File: src/rtl/core/tmc_pkg.sv
// ----------------------------------------------------------------------------
// tmc_pkg
// Shared types and constants of the transform matrix composer: opcodes,
// controller state codes, controller/datapath command and status structs,
// CORDIC constants.
// ----------------------------------------------------------------------------
package tmc_pkg;

  localparam logic [2:0] OP_ROT_X  = 3'd0;
  localparam logic [2:0] OP_ROT_Y  = 3'd1;
  localparam logic [2:0] OP_ROT_Z  = 3'd2;
  localparam logic [2:0] OP_TRANS  = 3'd3;
  localparam logic [2:0] OP_IDENT  = 3'd4;

  localparam int CordicIters = 16;
  localparam int CordicFrac  = 30;
  localparam logic [33:0] CORDIC_X0 = 34'h026DD3B6A;

  localparam logic [31:0] ATAN_TURNS [CordicIters] = '{
    32'h20000000, 32'h12E4051E, 32'h09FB385B, 32'h051111D4,
    32'h028B0D43, 32'h0145D7E1, 32'h00A2F61E, 32'h00517C55,
    32'h0028BE53, 32'h00145F2F, 32'h000A2F98, 32'h000517CC,
    32'h00028BE6, 32'h000145F3, 32'h0000A2FA, 32'h0000517D
  };

  typedef enum logic [5:0] {
    ST_IDLE   = 6'b000001,
    ST_CORDIC = 6'b000010,
    ST_LOAD   = 6'b000100,
    ST_MAC    = 6'b001000,
    ST_DRAIN  = 6'b010000,
    ST_EMIT   = 6'b100000
  } state_e;

  typedef struct packed {
    logic       capture;
    logic       cordic_step;
    logic [3:0] iter;
    logic       rd_issue;
    logic [1:0] rd_row;
    logic       mac_issue;
    logic [1:0] mac_k;
    logic [1:0] row;
    logic       finish;
  } dp_cmd_t;

  typedef struct packed {
    logic item_ok;
    logic is_rot;
  } dp_sts_t;

endpackage

File: src/rtl/core/tmc_ctrl.sv
// ----------------------------------------------------------------------------
// tmc_ctrl
// Sequencer of the composer: CORDIC iterations, matrix row reads,
// multiply-accumulate steps and row emission.
// ----------------------------------------------------------------------------
module tmc_ctrl
  import tmc_pkg::*;
(
  input  logic    clk_i,
  input  logic    rst_ni,
  input  logic    start,
  output logic    busy,
  input  dp_sts_t sts_i,
  output dp_cmd_t cmd_o
);

  state_e     state_q, state_d;
  logic [3:0] cnt_q, cnt_d;
  logic [1:0] row_q, row_d;

  always_ff @(posedge clk_i or negedge rst_ni) begin
    if (!rst_ni) begin
      state_q <= ST_IDLE;
      cnt_q   <= '0;
      row_q   <= '0;
    end else begin
      state_q <= state_d;
      cnt_q   <= cnt_d;
      row_q   <= row_d;
    end
  end

  always_comb begin
    state_d = state_q;
    cnt_d   = cnt_q;
    row_d   = row_q;
    cmd_o   = '0;
    cmd_o.iter   = cnt_q;
    cmd_o.rd_row = cnt_q[1:0];
    cmd_o.mac_k  = cnt_q[1:0];
    cmd_o.row    = row_q;
    busy    = 1'b1;
    unique case (state_q)
      ST_IDLE: begin
        busy = 1'b0;
        cnt_d = '0;
        row_d = '0;
        if (start) begin
          cmd_o.capture = 1'b1;
          if (sts_i.item_ok) begin
            state_d = sts_i.is_rot ? ST_CORDIC : ST_LOAD;
          end
        end
      end
      ST_CORDIC: begin
        cmd_o.cordic_step = 1'b1;
        if (cnt_q == 4'd15) begin
          cnt_d   = '0;
          state_d = ST_LOAD;
        end else begin
          cnt_d = cnt_q + 4'd1;
        end
      end
      ST_LOAD: begin
        cmd_o.rd_issue = ~cnt_q[2];
        if (cnt_q[2]) begin
          cnt_d   = '0;
          state_d = ST_MAC;
        end else begin
          cnt_d = cnt_q + 4'd1;
        end
      end
      ST_MAC: begin
        cmd_o.mac_issue = 1'b1;
        if (cnt_q[1:0] == 2'd3) begin
          cnt_d   = '0;
          state_d = ST_DRAIN;
        end else begin
          cnt_d = cnt_q + 4'd1;
        end
      end
      ST_DRAIN: begin
        state_d = ST_EMIT;
      end
      ST_EMIT: begin
        cmd_o.finish = 1'b1;
        if (row_q == 2'd3) begin
          state_d = ST_IDLE;
        end else begin
          row_d   = row_q + 2'd1;
          state_d = ST_MAC;
        end
      end
      default: begin
        state_d = ST_IDLE;
      end
    endcase
  end

endmodule

File: config.mk
export PLATFORM = sky130hd
export DESIGN_NAME = tmc_ctrl
export DESIGN_NICKNAME = d
export VERILOG_FILES = /design/src/rtl/core/tmc_pkg.sv /design/src/rtl/core/tmc_ctrl.sv
export SDC_FILE = /design/constraint.sdc
export NUM_CORES = 1
export LEC_CHECK = 0
export BUFFER_PORTS_ARGS = -buffer_cell sky130_fd_sc_hd__buf_2
export CORE_ASPECT_RATIO = 1.4
export CORE_MARGIN = 2
export CORE_UTILIZATION = 53
export CTS_BUF_LIST = sky130_fd_sc_hd__clkbuf_16
export CTS_CLUSTER_DIAMETER = 50
export DETAILED_ROUTE_END_ITERATION = 12
export PLACE_DENSITY = 0.78
export REMOVE_ABC_BUFFERS = 1
export SLEW_MARGIN = 20
export SYNTH_ARGS = -nofsm -noshare
export SYNTH_HDL_FRONTEND = slang
export SYNTH_SLANG_ARGS = --single-unit
File: constraint.sdc
create_clock -name clk_i -period 1.85 [get_ports clk_i]
set_input_delay 0.0925 -clock clk_i [delete_from_list [all_inputs] [get_ports clk_i]]
set_output_delay 0.0925 -clock clk_i [all_outputs]
set_load 0.03 [all_outputs]
---- After elaboration in Yosys (flattened, before gate mapping) ----
Cells that the tools add are included.
Widths: inputs -> output; s select.
word-level totals
  register bits after elaboration ......... 12
  bits of input ports ..................... 5
  output and inout bits ................... 16
cells by class
  $add $sub $neg .......................... 2
  mux-type cells .......................... 21
  reductions and logical operators ........ 4
  equality and inequality tests ........... 15
  bitwise gates (word level) .............. 1
operators by type and width
  kind                 number
  $pmux 6 s6           1
  $mux 6               5
  $mux 4               4
  $pmux 4 s4           1
  $ne 2x2->1 const B   6
  $mux 1               7
  $eq 6x1->1 const B   1
  $eq 6x2->1 const B   1
  $eq 6x3->1 const B   1
  $eq 6x4->1 const B   1
  $eq 6x5->1 const B   1
  $eq 6x6->1 const B   1
  $reduce_and 5->1     1
  $add 4x1->4 const B  1
  $eq 2x2->1 const B   2
  $eq 4x4->1 const B   1
  $pmux 2 s2           1
  $reduce_bool 4->1    1
  $mux 3               1
  $add 2x1->2 const B  1
  $mux 2               1
  $reduce_and 2->1     1
  $reduce_bool 2->1    1
  $not 1->1            1

---- Logic depth before layout (Yosys ltp) ----
Gate-level depths: netlist of run 1.
  word-level depth ........................ 4
  depth in mapped cells ................... 7
  gate-level depth less buffers ........... 6

---- Worst setup path before layout of run 1 ----
Ideal clock, no wire load.
  kind .................................... register to output
  start point ............................. register state_q[4]
  end point ............................... output cmd_o[14] in the netlist's numbering
  data required time ...................... 1.757 ns
  stages on the path, launching flop included .. 5
  buffers on the path ..................... 1
  path slack .............................. 0.136 ns
  arrival ................................. 1.621 ns
  cells stage by stage .................... dfrtp_1 buf_2 nor2_2 nand4b_1 nor2_1
RTL lines
  item                    RTL line        RTL
  start, declared         tmc_ctrl.sv:17  state_e state_q, state_d;
  start signal, assigned  tmc_ctrl.sv:27  state_q <= state_d;
  end, declared           tmc_ctrl.sv:14  output dp_cmd_t cmd_o

---- Worst setup path after layout of run 1 ----
  start point ............................. register state_q[1]
  end point ............................... register cnt_q[0]
between the ends
  cells in the longest elaborated chain, start to end .. 2
  elaborated cells between the ends (all ways) .. 6
  classes of those cells .................. eq/ne (4); mux (1); reduce/logical (1)
RTL lines
  item                                                    RTL line        RTL
  $eq 6x4->1, or another cell as far along                tmc_ctrl.sv:43  unique case (state_q)
  $pmux 4 s4 / $reduce_bool 4->1 (equally long branches)  --
  end signal, assigned                                    tmc_ctrl.sv:28  cnt_q <= cnt_d;
  end, declared                                           tmc_ctrl.sv:18  logic [3:0] cnt_q, cnt_d;
Parallel ways exist; a longest one is shown, timed or not.
A chain may end at the register's enable or synchronous reset.

==> impl_metrics.env, run 1 <==
export IMPL_layout_commonest_cell="buf_2"
export IMPL_grt_max_degree=15
export IMPL_end_kind="register"
export IMPL_clk_pin_slew_ns=0.05
export IMPL_synth_edf_count=0
export IMPL_nFillCells=154
export IMPL_max_stage_delay_ns=0.57
export IMPL_grt_ovfl_total=0
export IMPL_h_tree_depth=1
export IMPL_place_ws_ns=0.196
export IMPL_rsz0062_at_grt="no"
export IMPL_synthArstFlopShare_pct=100
export IMPL_avgViaCountPerCell=6.34
export IMPL_cts_buffer_depth=2
export IMPL_holdCritPathClass="in -> reg"
export IMPL_place_congestion=0.989
export IMPL_netlist_area_um2=1010
export IMPL_worst_ep_required_time_ns=1.98
export IMPL_tritoncts="yes"
export IMPL_finalSetupViolations=0
export IMPL_insertedDiodeCount=0
export IMPL_fmax_mhz=584
export IMPL_core_area_um2=1780
export IMPL_drt_initial_drc_count=43
export IMPL_route_detailed_drc=0
export IMPL_cts_sinks=12
export IMPL_slew_headroom_pct=64.4
export IMPL_clock_tree_root_cell="clkbuf_16"
export IMPL_cp_slowest_cell="dfrtp_1"
export IMPL_die_h_um=55.7
export IMPL_postRouteAntennaNets=0
export IMPL_die_x_um=40.9
export IMPL_fin_total_pwr_w=0.00191
export IMPL_final_util_pct=65.4
export IMPL_crit_type="reg -> reg"
export IMPL_multi_input_area_um2=604
export IMPL_avgSynthCellArea_um2=9.03
export IMPL_seqCellArea_um2=304
export IMPL_cts_buffers=3
export IMPL_crit_arrival_ns=1.84
export IMPL_die_area_um2=2280
export IMPL_clock_skew_ns=0.00516
export IMPL_ys_flop_type="dfrtp_1"
export IMPL_powerDensity_nw_per_um2=1640
export IMPL_synth_top_area_share_pct=27.2
export IMPL_vdd_drop_max_v=0.000883
export IMPL_area_growth_pct=15.1
export IMPL_dr_pass1_iters=4
export IMPL_antenna_found_initial=0
export IMPL_grt_usage_pct=25.0
export IMPL_holdWs_ns=0.165
export IMPL_p_leak_nw=0.585
export IMPL_drive_above_1_share_pct=32.8
export IMPL_vias=938
export IMPL_worst_slack_ns=0.138
export IMPL_dp_hpwl_um=1800
export IMPL_critical_path_cell_chain="nor4b_4 > nand2_2 > and2_4 > a22o_1"
export IMPL_fin_nets=138
export IMPL_cap_violations=0
export IMPL_hold_violations=0
export IMPL_final_max_slew_violation_count=0
export IMPL_synth_distinct_cells=38
export IMPL_rows=18
export IMPL_wire_per_inst_um=16.8
export IMPL_most_common_layout_cells="buf_2, nand2_1, dfrtp_1"
export IMPL_period_needed_ns=1.71
export IMPL_period_share_pct=92.6
export IMPL_insertion_delay_ns=0.25
export IMPL_ios=21
export IMPL_ys_ff_latch=12
export IMPL_tns_ns=0
export IMPL_critPathMaxFanout=14
export IMPL_synth_top_cell_by_area="dfrtp_1"
export IMPL_cp_start_kind="register"
export IMPL_start_util_pct=56.8
export IMPL_tightest_slew_ns=0.533
export IMPL_seq_area_frac_synth_pct=29.8
export IMPL_syn_inst=112
export IMPL_ys_warn_count=0
export IMPL_wirelength_um=2480
export IMPL_grt_first_pass_wirelength_um=3960
export IMPL_io_buffers=20
export IMPL_grt_pass1_vias=828
export IMPL_status="complete, no violations"
export IMPL_yosys_top_cells_area="dfrtp_1, ha_1, nor4b_2"
==> timing repair <==
action / CTS / global route
setup buffers: 0 / 0
resized for setup: 0 / 3
hold buffers: 1 / 0
endpoints found under the setup margin: 0 / 1
endpoints found under the hold margin: 12 / 0
==> state kept, by name, summed over array words and instances (netlist names) <==
signal   count
cnt_q        4
state_q      6
row_q        2
==> cell usage after synthesis (2+ instances only) <==
library cell and count:
buf_2 4, nor2_1 8, nor3_2 2, nand4b_1 2, nand2_1 9, dfrtp_1 11, nor2_2 2, inv_1 5
a22oi_1 2, o31ai_1 2, nand2b_1 2, nor3_1 2, nand3_1 6, and3_1 3, xor2_1 4, buf_4 5
and4b_1 2, o32ai_1 2, ha_1 4, o211ai_1 4, o21ai_0 5, a21oi_1 4, a22o_1 3, buf_6 3
nor4b_2 3
==> worst paths after layout <==
| check | start | end | slack (ns) | depth (start not counted) |
|---|---|---|---|---|
| min in group asynchronous | rst_ni | cnt_q[1] | 0.26 | 2 |
| min reg2reg | row_q[0] | row_q[0] | 0.51 | 1 |
| max reg2reg | state_q[1] | cnt_q[0] | 0.14 | 4 |
| min | sts_i[0] | state_q[1] | 0.16 | 3 |
| max | state_q[1] | cnt_q[0] | 0.14 | 4 |
| max in group asynchronous | rst_ni | state_q[0] | 1.31 | 2 |
==> stage by stage <==
stage,area (um^2),std cells
3_3_place_gp,1070,143
4_1_cts,1160,148
5_1_grt,1160,148
3_5_place_dp,1070,143
2_1_floorplan,920,100
6_report,1160,148
==> logic make-up (layout without fill, tap and decap cells) <==
family                     Yosys count  count (layout)  share of synthesized area (%)
xor gates and xnor gates             4               4                           3.46
buffers and inverters               17              33                           10.9
adders and majority gates            4               4                           4.95
and+or+nand+nor                     47              47                           30.9
AOI/OAI and AO/OA                   27              27                           18.9
muxes                                1               1                          0.990
DFF                                 12              12                           29.8
==> where the power goes <==
part	switching (W)	leakage (nW)	total, W	internal, W
Clock	0.000127	0.0385	0.000413	0.000286
Sequential	0.000152	0.159	0.000483	0.000330
Combinational	0.000599	0.387	0.00101	0.000415
==> critical path: cells and delay by family, from the launching register on <==
kind,cells,cell delay (ns)
compound gates,1,0.22
simple gates,3,0.81
flops,1,0.57
==> area by class of cell <==
cell class,instances,area share (%)
multi-input combinational,83,51.9
tap,20,2.15
sequential,12,26.1
clock buffer,3,6.45
inverter,5,1.61
timing repair buffer,24,11.4
clock inverter,1,0.323
==> layer usage <==
layer	up-vias	wire, um	GRT usage, %
met1	446	982	32.3
met4	0	71	13.3
met5	-	0	0
met2	49	1240	36.6
li1	438	-	-
met3	5	184	6.00
(Power assumes the default switching activity.)
==> run 2, diff against run 1 <==
- CORE_UTILIZATION: 53 -> 42
- GPL_ROUTABILITY_DRIVEN: not set -> 0
- PLACE_DENSITY: 0.78 -> not set
==> run 2 against run 1 <==
Worst hold slack worse by 0.0095 ns. Setup slack better by 0.0037 ns. Register-to-register slack better by 0.03 ns. Cell count up 1.4%. Sequential cell count unchanged. Via count down 2.0%. Clock-buffer cell count unchanged. Combinational power down 4%. Clock power down 3%.
==> impl_metrics.env, run 2 (synthesized netlist as in run 1, its figures left out) <==
export IMPL_p_leak_nw=0.577
export IMPL_timing_rr_end="cnt_q[1]"
export IMPL_grt_ovfl_total=0
export IMPL_post_cts_buffers=0
export IMPL_wirelength_um=2380
export IMPL_io_buffers=20
export IMPL_route_detailed_drc=0
export IMPL_fmax_mhz=585
export IMPL_seqCellArea_um2=304
export IMPL_dp_hpwl_um=1830
export IMPL_ff2ff_setup_slack_ns=0.17
export IMPL_final_area_um2=1150
export IMPL_top_regs="state_q (6), cnt_q (4), row_q (2)"
export IMPL_finalSetupViolations=0
export IMPL_crit_cells=5
export IMPL_cp_start_kind="register"
export IMPL_worst_ep_required_time_ns=1.76
export IMPL_dr_pass1_iters=4
export IMPL_crit_arrival_ns=1.62
export IMPL_cpLargestDelayFamily="simple AND/OR/NAND/NOR gates"
export IMPL_fin_cells=150
export IMPL_insertion_delay_ns=0.24
export IMPL_clock_skew_ns=0.00361
export IMPL_h_tree_depth=1
export IMPL_grt_usage_pct=19.3
export IMPL_cap_violations=0
export IMPL_critPathMaxFanout=12
export IMPL_antenna_found_initial=0
export IMPL_powerDensity_nw_per_um2=1610
export IMPL_hold_path_end="state_q[1]"
export IMPL_clock_tree_root_cell="clkbuf_16"
export IMPL_period_share_pct=92.4
export IMPL_wire_per_inst_um=15.9
export IMPL_grt_pass1_vias=842
export IMPL_critical_path_cell_chain="nand2b_1 > nor3_1 > nand2_1 > inv_1 > buf_2"
export IMPL_cp_slowest_cell="dfrtp_2"
export IMPL_die_x_um=45.5
export IMPL_final_max_slew_violation_count=0
export IMPL_rows=21
export IMPL_tritoncts="yes"
export IMPL_rsz0062_at_grt="no"
export IMPL_max_stage_delay_ns=0.50
export IMPL_avgViaCountPerCell=6.13
export IMPL_tightest_slew_ns=0.523
export IMPL_fin_nets=137
export IMPL_postRouteAntennaNets=0
export IMPL_holdPathStages=3
export IMPL_cts_buffer_depth=2
export IMPL_insertedDiodeCount=0
export IMPL_holdCritPathClass="in -> reg"
export IMPL_multi_input_area_um2=599
export IMPL_period_needed_ns=1.71
export IMPL_nFillCells=237
export IMPL_status="complete, no violations"
export IMPL_crit_type="reg -> out"
export IMPL_fin_total_pwr_w=0.00185
export IMPL_largest_reg_flops=6
export IMPL_start_util_pct=43.2
export IMPL_placed_cells=145
export IMPL_post_dp_cell_area_um2=1060
export IMPL_hold_start="sts_i[0]"
export IMPL_drive_above_1_share_pct=31.5
export IMPL_grt_first_pass_wirelength_um=3930
export IMPL_cp_num_buf_inv=2
export IMPL_slew_headroom_pct=65.1
export IMPL_holdWs_ns=0.155
export IMPL_hold_violations=0
export IMPL_ios=21
export IMPL_drt_initial_drc_count=21
export IMPL_rr_worst_depth=4
export IMPL_r2r_start="state_q[1]"
export IMPL_end_kind="output pin"
export IMPL_cts_buffers=3
export IMPL_vias=919
export IMPL_most_common_layout_cells="buf_2, nand2_1, dfrtp_1"
export IMPL_vdd_drop_max_v=0.000743
export IMPL_die_area_um2=2820
export IMPL_clk_pin_slew_ns=0.05
export IMPL_cts_sinks=12
export IMPL_core_area_um2=2340
export IMPL_die_h_um=62.1
export IMPL_regMostFlops="state_q"
export IMPL_grt_max_degree=15
export IMPL_area_growth_pct=14.2
export IMPL_layout_commonest_cell="buf_2"
==> run 2: cell type report <==
type,instances,share of cell area [%]
sequential,12,26.3
clock buffer,3,6.50
timing repair buffer,23,10.8
inverter,5,1.63
tap,23,2.49
clock inverter,1,0.325
multi-input combinational,83,51.9
==> run 2: where the power goes <==
group / switching [W] / leakage, nW / internal (W)
sequential: 0.000158 / 0.159 / 0.000330
clock: 0.000115 / 0.0385 / 0.000285
combinational: 0.000562 / 0.380 / 0.000404
total: 0.000835 / 0.577 / 0.00102
==> run 2: worst max path at each step <==
stage	slack, ns	startpoint	to
3_5_place_dp	0.18	state_q[1]	cnt_q[1]
4_1_cts	0.05	state_q[3]	cmd_o[5]
2_1_floorplan	-0.13	cnt_q[0]	cnt_q[1]
6_report	0.14	state_q[2]	cmd_o[5]
5_1_grt	0.01	state_q[2]	cmd_o[5]
3_3_place_gp	0.16	state_q[3]	state_q[3]
==> run 2: worst min-delay path, delay by kind of cell <==
kind	cells	cell delay, ns
simple gates	1	0.08
buf+inv	1	0.10
compound gates	1	0.07
==> run 2: repair_timing <==
item | in CTS | in global routing
setup endpoints to repair | 0 | 2
hold buffers | 1 | 0
resized for setup | 0 | 2
hold endpoints to repair | 12 | 0
==> run 2: metrics by stage <==
stage	TNS (ns)	worst slack [ns]	utilization (%)
after CTS	0	0.0481	49.3
after global routing	0	0.0135	49.4
after detailed placement	0	0.181	45.5
after floorplan	-0.419	-0.126	-
after global placement	0	0.160	45.5
final	0	0.141	49.4
==> run 2: routing by layer <==
layer / vias up / track usage, % / part of all wire [%]
met1: 445 / 25.5 / 43
met2: 34 / 29.0 / 50
met3: 4 / 4.05 / 5.4
met5: - / 0 / 0
met4: 0 / 10.5 / 1.4
li1: 436 / - / -
==> run 3, diff against run 2 <==
- CORE_UTILIZATION: 42 -> 40
==> run 3 against run 2 <==
Register-to-register slack barely moved. Global-route usage rose by 0.37 points. Critical path depth did not move. Non-clock buffer count rose by 1. Sequential power rose by 0.8%. Sequential share of layout area fell by 0.59 points. Routed wire length rose by 9.1%. Utilization barely moved. Critical path type unchanged. Largest power group unchanged. Power rose by 2.1%. Die area rose by 4.6%. Cell count rose by 8.0%.
==> impl_metrics.env, run 3 (synthesized netlist as in run 1, its figures left out) <==
export IMPL_core_area_um2=2390
export IMPL_critPathMaxFanout=12
export IMPL_clock_skew_ns=0.00518
export IMPL_die_area_um2=2950
export IMPL_die_h_um=63.5
export IMPL_clock_tree_root_cell="clkbuf_16"
export IMPL_insertedDiodeCount=0
export IMPL_clk_pin_slew_ns=0.05
export IMPL_regMostFlops="state_q"
export IMPL_antenna_found_initial=0
export IMPL_period_share_pct=92.9
export IMPL_worst_ep_required_time_ns=1.76
export IMPL_grt_first_pass_wirelength_um=4190
export IMPL_hold_violations=0
export IMPL_cp_start_kind="register"
export IMPL_ios=21
export IMPL_period_needed_ns=1.72
export IMPL_r2r_start="state_q[0]"
export IMPL_vdd_drop_max_v=0.000748
export IMPL_fin_total_pwr_w=0.00189
export IMPL_final_area_um2=1180
export IMPL_grt_pass1_vias=859
export IMPL_holdWs_ns=0.167
export IMPL_layout_commonest_cell="buf_2"
export IMPL_rr_worst_depth=4
export IMPL_wire_per_inst_um=16.0
export IMPL_intPower_w=0.00103
export IMPL_avgViaCountPerCell=5.61
export IMPL_tritoncts="yes"
export IMPL_insertion_delay_ns=0.25
export IMPL_rows=21
export IMPL_rsz0062_at_grt="no"
export IMPL_cts_sinks=12
export IMPL_p_leak_nw=0.585
export IMPL_finalSetupViolations=0
export IMPL_drive_above_1_share_pct=32.8
export IMPL_post_dp_cell_area_um2=1080
export IMPL_area_growth_pct=16.8
export IMPL_grt_usage_pct=19.6
export IMPL_h_tree_depth=1
export IMPL_wirelength_um=2590
export IMPL_route_detailed_drc=0
export IMPL_switching_power_w=0.000866
export IMPL_tightest_slew_ns=0.501
export IMPL_grt_max_degree=15
export IMPL_clockPowerShare_pct=21.5
export IMPL_final_max_slew_violation_count=0
export IMPL_multi_input_area_um2=604
export IMPL_die_x_um=46.5
export IMPL_worstSetupStartpoint="state_q[2]"
export IMPL_slew_headroom_pct=66.6
export IMPL_postRouteAntennaNets=0
export IMPL_timing_rr_end="cnt_q[0]"
export IMPL_crit_arrival_ns=1.63
export IMPL_vias=909
export IMPL_fin_nets=138
export IMPL_dr_pass1_iters=4
export IMPL_largest_reg_flops=6
export IMPL_powerDensity_nw_per_um2=1600
export IMPL_dp_hpwl_um=1900
export IMPL_drt_initial_drc_count=21
export IMPL_crit_path_end="cmd_o[5]"
export IMPL_fmax_mhz=582
export IMPL_top_regs="state_q (6), cnt_q (4), row_q (2)"
export IMPL_cap_violations=0
export IMPL_nFillCells=235
export IMPL_io_buffers=20
export IMPL_grt_ovfl_total=0
export IMPL_seqPwrFrac_pct=26.0
export IMPL_p_comb_share_pct=52.5
export IMPL_status="complete, no violations"
export IMPL_p_sw_share_pct=45.8
export IMPL_crit_type="reg -> out"
export IMPL_cts_buffer_depth=2
export IMPL_start_util_pct=42.3
export IMPL_end_kind="output pin"
export IMPL_holdCritPathClass="in -> reg"
export IMPL_cts_buffers=3
export IMPL_seqCellArea_um2=304
export IMPL_most_common_layout_cells="buf_2, nand2_1, dfrtp_1"
export IMPL_ff2ff_setup_slack_ns=0.16
==> run 3: cell count changes in the layout (fill, tap and decap cells not counted) <==
| cell | previous run | this run |
|---|---|---|
| nor3_1 | 2 | 1 |
| buf_4 | 2 | 3 |
| nor3_2 | 2 | 3 |
==> run 3: final cells by class <==
class | count | share of cell area [%]
clock buffers | 3 | 6.36
multi-input cells | 83 | 51.2
inverters | 5 | 1.59
flip-flops and latches | 12 | 25.7
well taps | 34 | 3.60
clock inverters | 1 | 0.318
repair buffers | 24 | 11.2
==> run 3: critical path: stages (launching register included) <==
cell and delay [ns]:
dfrtp_2 0.49, nand2b_1 0.22, nor3_2 0.17, nand2_1 0.12, inv_1 0.16, buf_2 0.22
==> run 3: metal layers <==
metal | vias to the layer above | GRT usage [%] | part of all wire [%] | wire (um)
li1 | 444 | - | - | -
met1 | 438 | 25.2 | 43 | 1120
met2 | 20 | 31.4 | 51 | 1320
met3 | 7 | 2.58 | 3.7 | 95
met4 | 0 | 8.57 | 2.4 | 63
met5 | - | 0 | 0 | 0
==> run 3: power by group through the flow <==
stage / clock, W / sequential, W / combinational, W
6_report: 0.000407 / 0.000492 / 0.000993
5_1_grt: 0.000426 / 0.000509 / 0.00108
4_1_cts: 0.000411 / 0.000484 / 0.000993
2_1_floorplan: 0 / 0.000551 / 0.000633
3_5_place_dp: 0 / 0.000487 / 0.000983
3_3_place_gp: 0 / 0.000479 / 0.000990
==> run 3: how the worst min path moves through the flow <==
stage | from | endpoint | slack (ns) | cells past startpoint
3_3_place_gp | rst_ni | state_q[5] | -0.005 | 1
4_1_cts | sts_i[1] | state_q[0] | 0.16 | 4
2_1_floorplan | rst_ni | cnt_q[0] | -0.20 | 0
5_1_grt | sts_i[0] | state_q[1] | 0.20 | 3
3_5_place_dp | rst_ni | state_q[5] | 0.002 | 1
6_report | sts_i[1] | state_q[0] | 0.17 | 4
==> run 3: per-stage QoR <==
step / instances / utilization (%) / setup slack, ns / setup TNS, ns
global route: 162 / 49.4 / 0.0411 / 0
floorplan: 100 / - / -0.126 / -0.419
global placement: 157 / 45.4 / 0.197 / 0
detailed placement: 157 / 45.4 / 0.196 / 0
CTS: 162 / 49.1 / 0.00437 / 0
finish: 162 / 49.4 / 0.131 / 0
==> run 3: repair_timing <==
action,in CTS,in global routing
hold endpoints to repair,11,0
hold buffers,1,0
pin swaps,0,0
cloned,0,0
setup endpoints to repair,1,1
buffers inserted,0,0
resized for setup,1,2
